<file path="src/hw/rtl/vmc_pkg.sv">
`default_nettype none
package vmc_pkg;

  // register map
  localparam logic [1:0] CfgPotMode  = 2'd0;
  localparam logic [1:0] CfgCalibWin = 2'd1;
  localparam logic [1:0] CfgMargin   = 2'd2;
  localparam logic [1:0] CfgQuietest = 2'd3;

  // reset values
  localparam logic [15:0] CalibReset  = 16'd5000;
  localparam logic [7:0]  MarginReset = 8'd1;
  localparam logic [6:0]  QuietReset  = 7'd50;
  localparam logic [7:0]  LimitReset  = 8'd128;
  localparam logic [6:0]  LevelMax    = 7'd127;
  localparam logic [6:0]  LevelStep   = 7'd2;

  // quotient never exceeds the quietest level, so 7 bits are enough
  localparam int unsigned DivSteps = 7;
  localparam int unsigned DivCntW  = $clog2(DivSteps);

  typedef struct packed {
    logic latch;     // capture the poll
    logic eval;      // commit flags, limits and button levels
    logic mul;       // form numerator, load divider
    logic div_step;  // one restoring division step
    logic div_wr;    // write quotient to active level
    logic load_out;  // load the result register
  } vmc_cmd_t;

  typedef struct packed {
    logic need_div;  // pot mode, unmuted, positive span
  } vmc_sts_t;

endpackage
`default_nettype wire

</file>
<file path="src/hw/rtl/vmc_ctrl.sv">
`default_nettype none
module vmc_ctrl import vmc_pkg::*; (
  input  wire logic     clk_i,
  input  wire logic     rst_ni,
  input  wire logic     in_valid_i,
  output logic          in_ready_o,
  output logic          out_valid_o,
  input  wire logic     out_ready_i,
  input  wire vmc_sts_t sts_i,
  output vmc_cmd_t      cmd_o
);

  localparam logic [2:0] SIdle = 3'd0;
  localparam logic [2:0] SEval = 3'd1;
  localparam logic [2:0] SMul  = 3'd2;
  localparam logic [2:0] SDiv  = 3'd3;
  localparam logic [2:0] SWb   = 3'd4;
  localparam logic [2:0] SDone = 3'd5;

  logic [2:0]         state_q, state_d;
  logic [DivCntW-1:0] cnt_q, cnt_d;
  logic               out_valid_q, out_valid_d;
  logic               out_free;

  assign out_free    = !out_valid_q || out_ready_i;
  assign in_ready_o  = (state_q == SIdle);
  assign out_valid_o = out_valid_q;

  always_comb begin
    state_d     = state_q;
    cnt_d       = cnt_q;
    out_valid_d = out_valid_q && !out_ready_i;
    cmd_o       = '0;
    unique case (state_q)
      SIdle: begin
        if (in_valid_i) begin
          cmd_o.latch = 1'b1;
          state_d     = SEval;
        end
      end
      SEval: begin
        cmd_o.eval = 1'b1;
        state_d    = sts_i.need_div ? SMul : SDone;
      end
      SMul: begin
        cmd_o.mul = 1'b1;
        cnt_d     = '0;
        state_d   = SDiv;
      end
      SDiv: begin
        cmd_o.div_step = 1'b1;
        cnt_d          = cnt_q + 1'b1;
        if (cnt_q == DivCntW'(DivSteps - 1)) begin
          state_d = SWb;
        end
      end
      SWb: begin
        cmd_o.div_wr = 1'b1;
        state_d      = SDone;
      end
      SDone: begin
        if (out_free) begin
          cmd_o.load_out = 1'b1;
          out_valid_d    = 1'b1;
          state_d        = SIdle;
        end
      end
      default: state_d = SIdle;
    endcase
  end

  always_ff @(posedge clk_i or negedge rst_ni) begin
    if (!rst_ni) begin
      state_q     <= SIdle;
      cnt_q       <= '0;
      out_valid_q <= 1'b0;
    end else begin
      state_q     <= state_d;
      cnt_q       <= cnt_d;
      out_valid_q <= out_valid_d;
    end
  end

endmodule
`default_nettype wire

</file>
<file path="src/hw/rtl/vmc_dpath.sv">
`default_nettype none
module vmc_dpath import vmc_pkg::*; (
  input  wire logic        clk_i,
  input  wire logic        rst_ni,
  input  wire logic        cfg_we_i,
  input  wire logic [1:0]  cfg_index_i,
  input  wire logic [15:0] cfg_data_i,
  input  wire logic [31:0] elapsed_ms_i,
  input  wire logic [7:0]  pot_sample_i,
  input  wire logic        headset_sense_i,
  input  wire logic        down_button_i,
  input  wire logic        up_button_i,
  input  wire vmc_cmd_t    cmd_i,
  output vmc_sts_t         sts_o,
  output logic [31:0]      result_o
);

  // configuration
  logic        pot_mode_q;
  logic [15:0] calib_q;
  logic [7:0]  margin_q;
  logic [6:0]  quiet_q;

  // architectural state
  logic       mute_q, mute_d;
  logic       headset_q, headset_d;
  logic [6:0] phones_q, phones_d;
  logic [6:0] spkr_q, spkr_d;
  logic [7:0] low_q, low_d;
  logic [7:0] high_q, high_d;
  logic       chord_q, chord_d;

  // captured poll
  logic [31:0] elapsed_q;
  logic [7:0]  sample_q;
  logic        sense_q, down_q, up_q;

  // divider
  logic [7:0]  diff_q;
  logic [7:0]  span_q;
  logic [7:0]  rem_q;
  logic [6:0]  shq_q;
  logic [14:0] num;
  logic [8:0]  trial;
  logic        qbit;

  logic [31:0] result_q;

  // pot evaluation
  logic               calib;
  logic [7:0]         low_n, high_n, smp;
  logic signed [10:0] thr, span;
  logic               pot_mute, span_pos;

  // button evaluation
  logic       head_n;
  logic [6:0] lvl, lvl_new;
  logic [7:0] lvl_inc;
  logic       lvl_wr;

  assign head_n = mute_q ? headset_q : sense_q;

  always_comb begin
    calib  = elapsed_q < {16'd0, calib_q};
    low_n  = low_q;
    high_n = high_q;
    smp    = sample_q;
    if (calib) begin
      if (sample_q < low_q)  low_n  = sample_q;
      if (sample_q > high_q) high_n = sample_q;
    end else begin
      if (sample_q > high_q) smp = high_q;
      else if (sample_q < low_q) smp = low_q;
    end
    thr      = $signed({3'b000, high_n}) - $signed({3'b000, margin_q});
    span     = thr - $signed({3'b000, low_n});
    pot_mute = $signed({3'b000, smp}) > thr;
    span_pos = span > 11'sd0;
  end

  assign sts_o.need_div = pot_mode_q && !pot_mute && span_pos;

  always_comb begin
    lvl     = head_n ? phones_q : spkr_q;
    lvl_inc = {1'b0, lvl} + {1'b0, LevelStep};
    lvl_new = lvl;
    lvl_wr  = 1'b0;
    if (down_q) begin
      if (lvl < quiet_q) begin
        lvl_wr  = 1'b1;
        lvl_new = (lvl_inc > {1'b0, LevelMax}) ? LevelMax : lvl_inc[6:0];
      end
    end else if (up_q) begin
      if (lvl != 7'd0) begin
        lvl_wr  = 1'b1;
        lvl_new = (lvl >= LevelStep) ? lvl - LevelStep : 7'd0;
      end
    end
  end

  // restoring step: remainder stays below span
  assign num   = diff_q * quiet_q;
  assign trial = {rem_q, shq_q[6]};
  assign qbit  = trial >= {1'b0, span_q};

  always_comb begin
    mute_d    = mute_q;
    headset_d = headset_q;
    phones_d  = phones_q;
    spkr_d    = spkr_q;
    low_d     = low_q;
    high_d    = high_q;
    chord_d   = chord_q;
    if (cmd_i.eval) begin
      headset_d = head_n;
      if (pot_mode_q) begin
        low_d  = low_n;
        high_d = high_n;
        mute_d = pot_mute;
        if (!pot_mute && !span_pos) begin
          if (head_n) phones_d = 7'd0;
          else        spkr_d   = 7'd0;
        end
      end else if (down_q && up_q) begin
        if (!chord_q) begin
          mute_d  = !mute_q;
          chord_d = 1'b1;
        end
      end else begin
        chord_d = 1'b0;
        if (!mute_q && lvl_wr) begin
          if (head_n) phones_d = lvl_new;
          else        spkr_d   = lvl_new;
        end
      end
    end
    if (cmd_i.div_wr) begin
      if (headset_q) phones_d = shq_q;
      else           spkr_d   = shq_q;
    end
  end

  always_ff @(posedge clk_i or negedge rst_ni) begin
    if (!rst_ni) begin
      pot_mode_q <= 1'b0;
      calib_q    <= CalibReset;
      margin_q   <= MarginReset;
      quiet_q    <= QuietReset;
      mute_q     <= 1'b0;
      headset_q  <= 1'b0;
      phones_q   <= '0;
      spkr_q     <= '0;
      low_q      <= LimitReset;
      high_q     <= LimitReset;
      chord_q    <= 1'b0;
    end else begin
      if (cfg_we_i) begin
        unique case (cfg_index_i)
          CfgPotMode:  pot_mode_q <= cfg_data_i[0];
          CfgCalibWin: calib_q    <= cfg_data_i;
          CfgMargin:   margin_q   <= cfg_data_i[7:0];
          CfgQuietest: quiet_q    <= cfg_data_i[6:0];
          default:     ;
        endcase
      end
      mute_q    <= mute_d;
      headset_q <= headset_d;
      phones_q  <= phones_d;
      spkr_q    <= spkr_d;
      low_q     <= low_d;
      high_q    <= high_d;
      chord_q   <= chord_d;
    end
  end

  always_ff @(posedge clk_i) begin
    if (cmd_i.latch) begin
      elapsed_q <= elapsed_ms_i;
      sample_q  <= pot_sample_i;
      sense_q   <= headset_sense_i;
      down_q    <= down_button_i;
      up_q      <= up_button_i;
    end
    if (cmd_i.eval) begin
      diff_q <= smp - low_n;
      span_q <= span[7:0];
    end
    if (cmd_i.mul) begin
      rem_q <= num[14:7];
      shq_q <= num[6:0];
    end else if (cmd_i.div_step) begin
      rem_q <= qbit ? 8'(trial - {1'b0, span_q}) : trial[7:0];
      shq_q <= {shq_q[5:0], qbit};
    end
    if (cmd_i.load_out) begin
      result_q <= {high_q, low_q, spkr_q, phones_q, headset_q, mute_q};
    end
  end

  assign result_o = result_q;

endmodule
`default_nettype wire

</file>
<file path="src/hw/rtl/volume_mute_controller.sv">
`default_nettype none
// Volume and mute controller for a headset/speaker output pair. Each request on the
// slave stream is one poll (elapsed time, wheel sample, headset sense, buttons) and
// yields exactly one result request on the master stream carrying the mute flag,
// routing, both attenuation codes and the learned wheel limits. Headset sense is
// only taken while unmuted. With pot_mode set the wheel limits widen inside the
// calibration window and the sample is clamped to them afterwards; samples above
// (high limit - mute margin) mute, others map linearly onto 0..quietest_level for
// the active output. With pot_mode clear, both buttons together toggle mute once
// per press and a single button steps the active level by 2.
// Timing: one poll at a time. A poll passes through evaluate and load when no
// division is needed, and through evaluate, multiply, 7 restoring divider steps at
// one quotient bit per cycle, write-back and load when the wheel mapping runs. A
// new poll is taken only once the previous one has loaded its result. A finished
// result waits in the output register; the input is ready again as soon as that
// register is loaded, and a following poll stalls only once its own result finds
// the register still full. Configuration writes are always accepted (cfg_ready_o
// is tied high) and must only be issued while idle.
module volume_mute_controller import vmc_pkg::*; (
  input  wire logic        clk_i,
  input  wire logic        rst_ni,
  // poll in
  input  wire logic        s_axis_tvalid_i,
  output logic             s_axis_tready_o,
  // [31:0] elapsed_ms, [39:32] pot_sample, [40] headset_sense,
  // [41] down_button, [42] up_button, [47:43] zero
  input  wire logic [47:0] s_axis_tdata_i,
  // result out
  output logic             m_axis_tvalid_o,
  input  wire logic        m_axis_tready_i,
  // [0] muted_now, [1] headset_active, [8:2] headphone_level,
  // [15:9] speaker_level, [23:16] pot_low_limit, [31:24] pot_high_limit
  output logic [31:0]      m_axis_tdata_o,
  // register writes
  input  wire logic        cfg_valid_i,
  output logic             cfg_ready_o,
  input  wire logic [1:0]  cfg_index_i,
  input  wire logic [15:0] cfg_data_i
);

  vmc_cmd_t cmd;
  vmc_sts_t sts;

  assign cfg_ready_o = 1'b1;

  vmc_ctrl u_ctrl (
    .clk_i       (clk_i),
    .rst_ni      (rst_ni),
    .in_valid_i  (s_axis_tvalid_i),
    .in_ready_o  (s_axis_tready_o),
    .out_valid_o (m_axis_tvalid_o),
    .out_ready_i (m_axis_tready_i),
    .sts_i       (sts),
    .cmd_o       (cmd)
  );

  vmc_dpath u_dpath (
    .clk_i           (clk_i),
    .rst_ni          (rst_ni),
    .cfg_we_i        (cfg_valid_i & cfg_ready_o),
    .cfg_index_i     (cfg_index_i),
    .cfg_data_i      (cfg_data_i),
    .elapsed_ms_i    (s_axis_tdata_i[31:0]),
    .pot_sample_i    (s_axis_tdata_i[39:32]),
    .headset_sense_i (s_axis_tdata_i[40]),
    .down_button_i   (s_axis_tdata_i[41]),
    .up_button_i     (s_axis_tdata_i[42]),
    .cmd_i           (cmd),
    .sts_o           (sts),
    .result_o        (m_axis_tdata_o)
  );

endmodule
`default_nettype wire

</file>
<file path="config.mk">
export PLATFORM = sky130hd
export DESIGN_NAME = volume_mute_controller
export DESIGN_NICKNAME = d
export VERILOG_FILES = /design/src/hw/rtl/vmc_pkg.sv /design/src/hw/rtl/vmc_ctrl.sv /design/src/hw/rtl/vmc_dpath.sv /design/src/hw/rtl/volume_mute_controller.sv
export SDC_FILE = /design/constraint.sdc
export NUM_CORES = 1
export LEC_CHECK = 0
export BUFFER_PORTS_ARGS = -buffer_cell sky130_fd_sc_hd__buf_2
export CAP_MARGIN = 20
export CORE_ASPECT_RATIO = 0.9
export CORE_UTILIZATION = 35
export DETAILED_ROUTE_END_ITERATION = 10
export PLACE_DENSITY = 0.6
export SLEW_MARGIN = 20
export SYNTH_ARGS = -nofsm -noshare
export SYNTH_HDL_FRONTEND = slang
export SYNTH_HIERARCHICAL = 1
export SYNTH_SLANG_ARGS = --single-unit
</file>
<file path="constraint.sdc">
create_clock -name clk_i -period 15.1 [get_ports clk_i]
set_input_delay 2.265 -clock clk_i [delete_from_list [all_inputs] [get_ports clk_i]]
set_output_delay 2.265 -clock clk_i [all_outputs]
set_load 0.005 [all_outputs]
</file>
=== Word level (Yosys, flattened, before mapping) ===
Index checks and enable logic that the tools add are counted.

* Bits in registers: 178
* Input port bits: 71
* Output and inout bits: 35
* Logic and storage cells: 143

* Add/subtract/negate cells: 7
* Multiply operators: 1
* Magnitude comparators: 9
* Equal/unequal tests: 13
* Mux-type cells: 62
* Bitwise operators: 1
* Reduce and logical (&&, ||, !) cells: 26

{| class="wikitable"
|+ Operators with widths
! kind !! number
|-
| two-way mux 7 bit || 27
|-
| two-way mux 8 bit || 10
|-
| less-than comparator 32 x 16 -> 1 bit || 1
|-
| two-way mux 1 bit || 19
|-
| case mux 3 bit (6 select lines) || 1
|-
| subtractor 8 bit || 2
|-
| multiplier 8 x 7 -> 15 bit || 1
|-
| two-way mux 3 bit || 4
|-
| AND reduction 2 bit || 6
|-
| greater-than comparator 11 x 1 -> 1 bit, second input constant || 1
|-
| greater-than comparator 9 x 11 -> 1 bit || 1
|-
| subtractor 11 x 9 -> 11 bit || 1
|-
| equality test 3 bit, second input constant || 3
|-
| greater-or-equal comparator 9 x 8 -> 1 bit || 1
|-
| subtractor 8 x 8 -> 9 bit || 1
|-
| adder 7 x 2 -> 8 bit, second input constant || 1
|-
| greater-than comparator 8 x 7 -> 1 bit, second input constant || 1
|-
| greater-than comparator 8 bit || 1
|-
| less-than comparator 8 bit || 1
|-
| greater-or-equal comparator 7 x 2 -> 1 bit, second input constant || 1
|-
| less-than comparator 7 bit || 1
|-
| nonzero test 7 bit || 1
|-
| subtractor 7 x 2 -> 7 bit, second input constant || 1
|-
| equality test 3 x 2 -> 1 bit, second input constant || 2
|-
| other kinds (15) || 30
|}

=== Longest topological paths before layout ===
Gate-level depths: netlist of run 1.

* Word-level depth: 14
* Mapped depth: 30
* Depth with buffers taken out: 29

=== Hierarchy ===
The synthesis of run 1 kept the hierarchy.

{| class="wikitable"
|+ By module, submodules not included
! module !! times used !! cells an instance !! area each (um^2) !! sequential area each (um^2)
|-
| vmc_dpath || 1 || 1,053 || 11,374.7 || 4,823.4
|-
| vmc_ctrl || 1 || 47 || 440.4 || 175.2
|-
| volume_mute_controller || 1 || 2 || 11.3 || 0.0
|}

=== Worst setup path after synthesis of run 1 ===
OpenSTA, ideal clock, no wires.

* Kind: register -> register
* From: register u_dpath.calib_q[9]
* To: register u_ctrl.state_q[0]
* Setup time: 94 ps
* Arrival: 6,124 ps
* Data required time: 15,006 ps
* Setup slack: 8,882 ps
* Stages on the path, launching flop included: 30
* Path buffers: 2
* Clock period less this slack: 6,218 ps
* Cell sequence: dfstp_2 > inv_1 > ha_1 > nand3_1 > a21oi_1 > a211oi_1 > o2111ai_1 > a21oi_1 > and2_1 > buf_2 > clkbuf_1 > o21ai_0 > ha_1 > o21ai_0 > nand2b_1 > a21o_1 > a21o_1 > a21o_1 > a21o_1 > xor2_1 > ha_1 > nor2b_1 > nor2_1 > or4_1 > or4_1 > o31a_1 > and3_1 > nor3b_1 > a211o_1 > a221oi_2

* Word-level cells in the longest chain between the ends: 9
* Elaborated cells on any way between the ends: 13
* Classes of those cells: 2 x add/sub; 3 x order compare; 5 x mux; 3 x reduce/logical

{| class="wikitable"
|+ Ends and longest elaborated chain
! element !! RTL line !! RTL
|-
| start: declaration || vmc_dpath.sv:20 || <nowiki>logic [15:0] calib_q;</nowiki>
|-
| start signal: assignment || vmc_dpath.sv:146 || <nowiki>calib_q <= CalibReset;</nowiki>
|-
| start signal: assignment || vmc_dpath.sv:160 || <nowiki>CfgCalibWin: calib_q <= cfg_data_i;</nowiki>
|-
| less-than comparator 32 x 16 -> 1 bit * || vmc_dpath.sv:64 || <nowiki>calib = elapsed_q < {16'd0, calib_q};</nowiki>
|-
| two-way mux 8 bit * || vmc_dpath.sv:68 || <nowiki>if (calib) begin</nowiki>
|-
| net u_dpath.high_n[2] || vmc_dpath.sv:51 || <nowiki>logic [7:0] low_n, high_n, smp;</nowiki>
|-
| subtractor 8 x 8 -> 9 bit * || vmc_dpath.sv:75 || <nowiki>thr = $signed({3'b000, high_n}) - $signed({3'b000, margin_q});</nowiki>
|-
| parallel branches: the longest is 3 deep, another holds subtractor 11 x 9 -> 11 bit || - ||
|-
| logical AND 1 bit * || vmc_dpath.sv:81 || <nowiki>assign sts_o.need_div = pot_mode_q && !pot_mute && span_pos;</nowiki>
|-
| net sts || volume_mute_controller.sv:42 || <nowiki>vmc_sts_t sts;</nowiki>
|-
| two-way mux 3 bit * || vmc_ctrl.sv:43 || <nowiki>state_d = sts_i.need_div ? SMul : SDone;</nowiki>
|-
| case mux 3 bit (6 select lines) * || vmc_ctrl.sv:34 || <nowiki>unique case (state_q)</nowiki>
|-
| end signal: assignment || vmc_ctrl.sv:74 || <nowiki>state_q <= SIdle;</nowiki>
|-
| end signal: assignment || vmc_ctrl.sv:78 || <nowiki>state_q <= state_d;</nowiki>
|-
| end: declaration || vmc_ctrl.sv:20 || <nowiki>logic [2:0] state_q, state_d;</nowiki>
|}

Mark *: on every way through the listed nets, which the timed path passes.
A chain may end at the register's enable or synchronous reset.

=== Worst setup path after layout of run 1 ===
Same ends and word-level chain as after synthesis.

==> results.py, run 1 <==
metrics = {
    "worst_setup_path": {
        "start_kind": "flop",
        "cp.arrival_ns": 7.68,
        "crit_family": "compound AO/OA/AOI/OAI gates",
        "critPathMaxFanout": 17,
        "cp_num_cells": 29,
        "worstSetupStartpoint": "u_dpath/calib_q[9]",
        "max_stage_delay_ns": 0.62,
        "endpoint": "u_ctrl/state_q[0]",
        "crit_required_ns": 15.45,
        "critPathMostFrequentCell": "a21o_1",
        "end_kind": "flop",
        "rr_worst_depth": 29,
        "cp_slowest_cell": "a21oi_1",
        "path_class": "reg -> reg",
        "rr_endpoint": "u_ctrl/state_q[0]",
        "rrSetupSlack_ns": 7.77,
        "crit_buf_inv": 1,
        "r2r_start": "u_dpath/calib_q[9]",
    },
    "finish": {
        "mostFrequentLayoutCell": "inv_1",
        "final_cell_mix": "inv_1, ha_1, edfxtp_1",
        "postLayoutCoreUtil_pct": 40.3,
        "antenna_cells": 0,
        "layout-drive-gt1-share_pct": 18.6,
        "syn_to_final_growth_pct": 12.7,
        "final_nets": 1407,
    },
    "timing": {
        "post-route-min-period_ns": 7.33,
        "timing.final.ws_setup_ns": 7.77,
        "worstMarginPinSlew_ns": 1.06,
        "drv_slew": 0,
        "fin_worst_skew_ns": 0.00918,
        "period_share_pct": 48.5,
        "hold_violations": 0,
        "setup_violations": 0,
        "rsz0062_at_grt": "false",
        "fmax_mhz": 136,
        "fin_setup_tns_ns": 0,
        "hold_ws_ns": 0.497,
        "maxSlewHeadroom_pct": 28.9,
    },
    "routing": {
        "wirelength_um": 27400,
        "dr.pass1.iters": 5,
        "first_iter_violations": 639,
        "wire_per_inst_um": 16.9,
        "num_vias": 8514,
        "post-route-drc-count": 0,
        "vias_per_cell": 5.24,
        "postRouteAntennaNets": 0,
    },
    "clock_network": {
        "cts_tree": "built",
        "clk_latency_ns": 0.44,
        "cts_resized": 0,
        "postCtsSetupBuffers": 0,
        "cts_made_buffers": 17,
        "htree_levels": 4,
        "cts_hold_buf": 0,
        "path_clk_slew_ns": 0.08,
        "cts_num_sinks": 178,
        "clockBufferDepth": 2,
        "root_buffer": "clkbuf_16",
    },
    "place": {
        "place_hpwl_um": 20300,
        "gp_congestion": 0.862,
        "dp_slack_ns": 7.80,
        "portBuffers": 99,
    },
    "logic_synthesis": {
        "synthCells": 1102,
        "yosysWarnings": 6,
        "yosys.area.top_type_share_pct": 26.9,
        "synth_cell_type_count": 77,
        "syn_avg_cell_area_um2": 10.7,
        "synth_edf_count": 106,
        "ys_seq_area_share_pct": 42.3,
        "yosysTopAreaCell": "edfxtp_1",
        "synth_top_flop_cell": "edfxtp_1",
        "synth_area_um2": 11800,
        "async_flop_share_pct": 40.4,
        "synthTopCellsByArea": "edfxtp_1, dfrtp_1, ha_1",
        "ys_seq_elements": 178,
        "synth_fp_nets": 1318,
    },
    "global_route": {
        "antenna_found_initial": 2,
        "grt_usage_pct": 16.3,
        "grt_pass1_wl_um": 44300,
        "grt-ovfl-total": 0,
        "grt_start_max_net_pins": 73,
        "grt_pass1_vias": 8427,
    },
    "power": {
        "leakage_nw": 5.85,
        "ir_drop_mv": 0.147,
        "pwr_density_cell_nw_per_um2": 193,
    },
    "hold_path": {
        "hp-class": "reg -> reg",
        "hp-start": "u_dpath/low_q[1]",
    },
    "floorplan": {
        "dieArea_um2": 34500,
        "fp.dieH_um": 176,
        "ios": 106,
        "core_um2": 33100,
        "rows": 63,
        "die_w_um": 196,
        "start_util_pct": 35.7,
    },
    "flow_run": {
        "max_cap_viol_count": 0,
    },
    "outcome": {
        "status": "completed",
    },
}
layout make-up:
cell class	instances	area [um2]
Clock buffer	17	425
Multi-Input combinational cell	773	6240
Clock inverter	15	165
Fill cell	3247	19800
Tap cell	422	528
Inverter	117	439
Timing Repair Buffer	104	536
Sequential cell	178	5000
registers in the layout, summed over array words and instances (netlist names), 7 cells and up:
name,cells
u_dpath/diff_q,8
u_dpath/span_q,8
u_dpath/spkr_q,7
u_dpath/elapsed_q,32
u_dpath/sample_q,8
u_dpath/result_o,32
u_dpath/phones_q,7
u_dpath/margin_q,8
u_dpath/low_q,8
u_dpath/high_q,8
u_dpath/calib_q,16
u_dpath/shq_q,7
u_dpath/quiet_q,7
u_dpath/rem_q,8
worst register-to-register path: cells and delay by family (launching register included):
family / cells / cell delay [ns]
AND/OR/NAND/NOR: 11 / 2.43
AO/OA/AOI/OAI: 13 / 3.17
XOR/XNOR: 1 / 0.17
adder cells (fa/ha/maj): 3 / 0.92
flip-flops: 1 / 0.53
buffers and inverters: 1 / 0.04
Yosys cell counts, drive strengths merged (10+ instances only):
master  number
inv        117
ha         112
edfxtp     106
nand2       88
o21ai       68
dfrtp       61
mux2        52
nor2        51
a21oi       43
nand3       34
fa          33
mux2i       29
and2        28
clkbuf      24
a21o        19
nor3        18
xnor2       18
a22oi       16
nand2b      16
xor2        15
dfstp       11
nor2b       11
a211oi      10
buf         10
worst min-delay path by stage:
stage | cells past startpoint | endpoint | slack (ns)
after floorplan | 0 | u_dpath/result_o[13] | 0.42
after global placement | 0 | u_dpath/result_o[18] | 0.48
after detailed placement | 0 | u_dpath/result_o[22] | 0.48
after CTS | 0 | u_dpath/result_o[17] | 0.50
after global routing | 1 | u_dpath/margin_q[4] | 0.52
final | 0 | u_dpath/result_o[17] | 0.50
metrics by stage:
stage | std cells | total power [W] | cell area [um2]
detailed placement | 1594 | 0.00214 | 12700
floorplan | 1102 | 0.00179 | 11800
global route | 1626 | 0.00282 | 13300
CTS | 1626 | 0.00260 | 13300
global placement | 1594 | 0.00211 | 12700
finish | 1626 | 0.00258 | 13300
metal layers:
metal | global-route usage, % | vias to the layer above | share of wire (%)
met5 | 0 | - | 0.098
met4 | 3.35 | 4 | 0.99
met3 | 3.00 | 28 | 4.6
met2 | 26.8 | 232 | 47
met1 | 22.5 | 4131 | 47
li1 | - | 4119 | -
cells by family after synthesis:
logic type / after synthesis / share of synthesized area [%]
mux: 81 / 7.54
buf+inv: 151 / 5.07
other cells: 1 / 0.0317
compound gates: 220 / 12.7
simple gates: 293 / 12.5
flops: 178 / 42.3
xor+xnor: 33 / 2.44
fa+ha+maj: 145 / 17.4
where the power goes:
part | leakage [nW] | total, W | switching, W | internal, W
clock | 0.283 | 0.000444 | 0.000222 | 0.000222
sequential | 1.86 | 0.000783 | 0.000118 | 0.000665
combinational | 3.70 | 0.00135 | 0.000768 | 0.000584
(Power assumes the default switching activity.)
==> run 2: changes to the inputs <==
- clock period: 15.1 -> 7.5 ns (I/O delays scaled with it)
==> results.py, run 2 (synthesis gave the netlist of run 1 again) <==
metrics = {
    "outcome": {
        "status": "completed",
    },
    "place": {
        "place_hpwl_um": 20400,
        "gp_congestion": 0.859,
        "portBuffers": 99,
        "placed_cells": 1597,
    },
    "power": {
        "pwr_density_cell_nw_per_um2": 387,
        "leakage_nw": 5.85,
        "total_power_w": 0.00517,
        "ir_drop_mv": 0.300,
    },
    "global_route": {
        "grt_pass1_vias": 8462,
        "antenna_found_initial": 0,
        "grt-ovfl-total": 0,
        "grt_pass1_wl_um": 44300,
        "grt_start_max_net_pins": 73,
        "grt_usage_pct": 16.4,
    },
    "clock_network": {
        "path_clk_slew_ns": 0.07,
        "cts_resized": 0,
        "htree_levels": 4,
        "clk_latency_ns": 0.44,
        "postCtsSetupBuffers": 0,
        "cts_made_buffers": 17,
        "clockBufferDepth": 2,
        "cts_num_sinks": 178,
        "root_buffer": "clkbuf_16",
        "cts_tree": "built",
        "cts_hold_buf": 0,
    },
    "timing": {
        "fin_setup_tns_ns": 0,
        "hold_ws_ns": 0.499,
        "fmax_mhz": 149,
        "maxSlewHeadroom_pct": 28.8,
        "fin_worst_skew_ns": 0.0141,
        "worstMarginPinSlew_ns": 1.07,
        "post-route-min-period_ns": 6.72,
        "setup_violations": 0,
        "period_share_pct": 89.6,
        "hold_violations": 0,
        "rsz0062_at_grt": "false",
        "drv_slew": 0,
    },
    "worst_setup_path": {
        "critPathMostFrequentCell": "a21o_1",
        "rr_worst_depth": 29,
        "end_kind": "flop",
        "max_stage_delay_ns": 0.53,
        "rrSetupSlack_ns": 0.78,
        "cp_slowest_cell": "dfstp_2",
        "start_kind": "flop",
        "cp.arrival_ns": 7.07,
        "path_class": "reg -> reg",
        "critPathMaxFanout": 10,
        "crit_required_ns": 7.85,
    },
    "routing": {
        "wire_per_inst_um": 16.7,
        "num_vias": 8476,
        "dr.pass1.iters": 5,
        "post-route-drc-count": 0,
        "wirelength_um": 27200,
        "postRouteAntennaNets": 0,
        "first_iter_violations": 490,
        "vias_per_cell": 5.20,
    },
    "finish": {
        "final_cell_mix": "inv_1, ha_1, edfxtp_1",
        "stdcell_count": 1630,
        "layout-drive-gt1-share_pct": 18.6,
        "fillers": 3219,
        "mostFrequentLayoutCell": "inv_1",
        "final_nets": 1410,
        "syn_to_final_growth_pct": 12.8,
    },
    "floorplan": {
        "die_w_um": 196,
        "dieArea_um2": 34500,
        "rows": 63,
        "ios": 106,
        "start_util_pct": 35.7,
        "core_um2": 33100,
        "fp.dieH_um": 176,
    },
    "hold_path": {
        "hp-class": "reg -> reg",
        "holdPathStages": 0,
    },
    "flow_run": {
        "max_cap_viol_count": 0,
    },
}
## run 2: final timing paths
path	end	startpoint
worst max-delay path	u_ctrl/state_q[0]	u_dpath/calib_q[3]
worst min-delay path	u_dpath/result_o[17]	u_dpath/low_q[1]
worst max register to register	u_ctrl/state_q[0]	u_dpath/calib_q[3]
worst min register to register	u_dpath/result_o[17]	u_dpath/low_q[1]
max in group asynchronous	u_dpath/phones_q[6]	rst_ni
min in group asynchronous	u_dpath/low_q[5]	rst_ni
## run 2: routing by layer
| metal | global-route usage [%] | share of wire (%) | vias to the layer above |
|---|---|---|---|
| met5 | 0 | 0 | - |
| li1 | - | - | 4128 |
| met3 | 3.04 | 4.7 | 27 |
| met1 | 22.4 | 47 | 4102 |
| met4 | 4.43 | 1.4 | 0 |
| met2 | 26.5 | 47 | 219 |
## run 2: worst max-delay path, delay by kind of cell (launching register included)
kind	cells	cell delay, ns
AO/OA/AOI/OAI	12	2.61
AND/OR/NAND/NOR	11	2.27
adder cells (fa/ha/maj)	3	0.81
flip-flops	1	0.53
buffers and inverters	2	0.22
XOR/XNOR	1	0.17
## run 2: metrics by stage
stage / setup WS, ns / instance area, um2 / utilization [%]
final: 0.779 / 13300 / 40.3
after global routing: 0.363 / 13300 / 40.3
after CTS: 0.740 / 13300 / 40.3
after detailed placement: 0.781 / 12800 / 38.6
after global placement: 0.830 / 12800 / 38.6
after floorplan: 1.28 / 11800 / -
## run 2: area by class of cell
class                           count  area, um2  share of cell area [%]
Multi-Input combinational cell    773       6240                    46.8
Sequential cell                   178       5000                    37.5
Timing Repair Buffer              107        558                    4.18
Tap cell                          422        528                    3.96
Inverter                          117        439                    3.29
Clock buffer                       18        429                    3.22
Clock inverter                     14        143                    1.07
Antenna cell                        1       2.50                  0.0188
## run 2: power by group
part           internal (W)  leakage, nW  switching [W]  total [W]
Sequential          0.00134         1.86       0.000236    0.00157
Clock              0.000442        0.273       0.000434   0.000876
Combinational       0.00117         3.72        0.00154    0.00272
Total               0.00295         5.85        0.00221    0.00517
==> run 3: changes to the inputs <==
- ABC_AREA: unset -> 1
==> results.py, run 3 <==
metrics = {
    "finish": {
        "stdcell_count": 2041,
        "final_nets": 1782,
        "layout-drive-gt1-share_pct": 12.3,
        "mostFrequentLayoutCell": "nand2_1",
        "final_cell_mix": "nand2_1, inv_1, ha_1",
        "syn_to_final_growth_pct": 13.6,
        "fillers": 3518,
        "antenna_cells": 0,
    },
    "logic_synthesis": {
        "yosys.area.top_type_share_pct": 25.9,
        "yosysTopAreaCell": "edfxtp_1",
        "ys_top_cells_by_count": "nand2_1, inv_1, ha_1",
        "ys_seq_area_share_pct": 40.7,
        "synth_fp_nets": 1689,
        "synth_top_flop_cell": "edfxtp_1",
        "syn_avg_cell_area_um2": 8.33,
        "synth_area_um2": 12300,
        "synthTopCellsByArea": "edfxtp_1, dfrtp_1, ha_1",
        "synth_edf_count": 106,
        "ys_seq_elements": 178,
        "async_flop_share_pct": 40.4,
        "yosys.cell_count.top_type": "nand2_1",
        "synth_cell_type_count": 44,
        "yosysWarnings": 6,
        "synthCells": 1473,
    },
    "worst_setup_path": {
        "path_class": "reg -> reg",
        "rr_worst_depth": 28,
        "cp.arrival_ns": 6.64,
        "crit_required_ns": 7.83,
        "cp_slowest_cell": "dfstp_2",
        "r2r_start": "u_dpath/calib_q[3]",
        "rr_endpoint": "u_dpath/phones_q[5]",
        "end_kind": "flop",
        "critPathMaxFanout": 16,
        "max_stage_delay_ns": 0.54,
        "rrSetupSlack_ns": 1.19,
        "start_kind": "flop",
    },
    "clock_network": {
        "postCtsSetupBuffers": 0,
        "cts_made_buffers": 17,
        "cts_num_sinks": 178,
        "htree_levels": 4,
        "cts_resized": 0,
        "cts_tree": "built",
        "clockBufferDepth": 2,
        "path_clk_slew_ns": 0.08,
        "root_buffer": "clkbuf_16",
        "cts_hold_buf": 0,
        "clk_latency_ns": 0.44,
    },
    "hold_path": {
        "hp-class": "reg -> reg",
        "hp-start": "u_dpath/high_q[5]",
        "holdPathStages": 0,
        "hold_end": "u_dpath/result_o[29]",
    },
    "global_route": {
        "antenna_found_initial": 0,
        "grt-ovfl-total": 0,
        "grt_pass1_wl_um": 48000,
        "grt_usage_pct": 16.9,
        "grt_pass1_vias": 9759,
        "grt_start_max_net_pins": 64,
    },
    "timing": {
        "fin_setup_tns_ns": 0,
        "maxSlewHeadroom_pct": 33.7,
        "fmax_mhz": 158,
        "post-route-min-period_ns": 6.31,
        "fin_worst_skew_ns": 0.0112,
        "worstMarginPinSlew_ns": 0.988,
        "timing.final.ws_setup_ns": 1.19,
        "setup_violations": 0,
        "hold_violations": 0,
        "period_share_pct": 84.2,
        "rsz0062_at_grt": "false",
        "drv_slew": 0,
    },
    "power": {
        "pwr_density_cell_nw_per_um2": 381,
        "ir_drop_mv": 0.208,
        "power_switching_w": 0.00244,
        "seq_power_share_pct": 29.6,
        "switching_share_pct": 46.0,
        "p_int_w": 0.00287,
        "leakage_nw": 6.85,
        "p_comb_share_pct": 52.2,
        "clockPowerShare_pct": 18.2,
        "total_power_w": 0.00532,
    },
    "routing": {
        "dr.pass1.iters": 5,
        "num_vias": 9954,
        "post-route-drc-count": 0,
        "postRouteAntennaNets": 0,
        "first_iter_violations": 642,
        "vias_per_cell": 4.88,
        "wirelength_um": 29500,
        "wire_per_inst_um": 14.5,
    },
    "floorplan": {
        "core_um2": 34300,
        "die_w_um": 199,
        "dieArea_um2": 35800,
        "fp.dieH_um": 180,
        "ios": 106,
        "rows": 64,
        "start_util_pct": 35.8,
    },
    "flow_run": {
        "max_cap_viol_count": 0,
    },
    "place": {
        "portBuffers": 99,
        "gp_congestion": 0.882,
        "placed_cells": 2008,
        "dp_slack_ns": 1.20,
        "place_hpwl_um": 22500,
    },
    "outcome": {
        "status": "completed",
    },
}
[run 3: changes by cell type after synthesis, moves of 15 or more]
cell / previous run / this run
mux2i_1: 28 / 0
mux2_2: 51 / 0
a22oi_1: 16 / 0
nor2_1: 51 / 66
nand2_2: 0 / 16
inv_1: 117 / 256
and2_1: 28 / 0
a21oi_1: 43 / 91
a21o_1: 19 / 3
o21ai_0: 61 / 101
nand2_1: 88 / 364
nand3_1: 34 / 101
[run 3: power by group through the flow]
stage,sequential [W],clock (W),combinational [W]
after CTS,0.00157,0.000989,0.00278
final,0.00157,0.000967,0.00278
after detailed placement,0.00159,0,0.00276
after global placement,0.00159,0,0.00270
after floorplan,0.00149,0,0.00212
after global routing,0.00160,0.00103,0.00320
[run 3: through the flow]
stage / util (%) / area (um2) / hold slack, ns
2_1_floorplan: - / 12300 / 0.425
3_3_place_gp: 38.7 / 13200 / 0.434
3_5_place_dp: 38.7 / 13300 / 0.433
4_1_cts: 40.6 / 13900 / 0.461
5_1_grt: 40.7 / 13900 / 0.473
6_report: 40.7 / 13900 / 0.458
[run 3: area by class of cell]
type,instances,area [um2],share of cell area [%]
Clock buffer,19,454,3.26
Clock inverter,13,185,1.33
Inverter,263,987,7.08
Multi-Input combinational cell,1002,6170,44.3
Timing Repair Buffer,104,568,4.07
Sequential cell,178,5000,35.9
Tap cell,462,578,4.15
[run 3: worst max path at each step]
stage / start / to / slack, ns / cells after the start
2_1_floorplan: u_dpath/calib_q[9] / u_ctrl/state_q[2] / 2.65 / 31
5_1_grt: u_dpath/calib_q[7] / u_dpath/phones_q[3] / 0.64 / 28
3_3_place_gp: u_dpath/calib_q[3] / u_dpath/spkr_q[3] / 1.35 / 28
3_5_place_dp: u_dpath/calib_q[3] / u_dpath/phones_q[3] / 1.20 / 28
4_1_cts: u_dpath/calib_q[3] / u_dpath/phones_q[3] / 1.14 / 28
6_report: u_dpath/calib_q[3] / u_dpath/phones_q[5] / 1.19 / 28
[run 3: critical path: cells and delay by family, from the launching register on]
kind | cells | cell delay (ns)
fa+ha+maj | 4 | 1.28
compound gates | 9 | 1.75
xor+xnor | 1 | 0.31
simple gates | 12 | 2.14
buf+inv | 2 | 0.16
flops | 1 | 0.54
[run 3: logic make-up after synthesis]
logic type | share of synthesized area [%]
AOI/OAI and AO/OA | 10.2
xor gates and xnor gates | 1.71
adders and majority gates | 16.8
buffers and inverters | 9.16
DFF | 40.7
other | 0.0306
and+or+nand+nor | 21.3
[run 3: routing by layer]
layer / wire [um] / vias up / global-route usage, % / part of all wire [%]
li1: - / 4993 / - / -
met5: 0 / - / 0 / 0
met2: 14200 / 255 / 28.5 / 48
met3: 1310 / 36 / 2.93 / 4.4
met4: 486 / 0 / 4.67 / 1.6
met1: 13500 / 4670 / 22.2 / 46
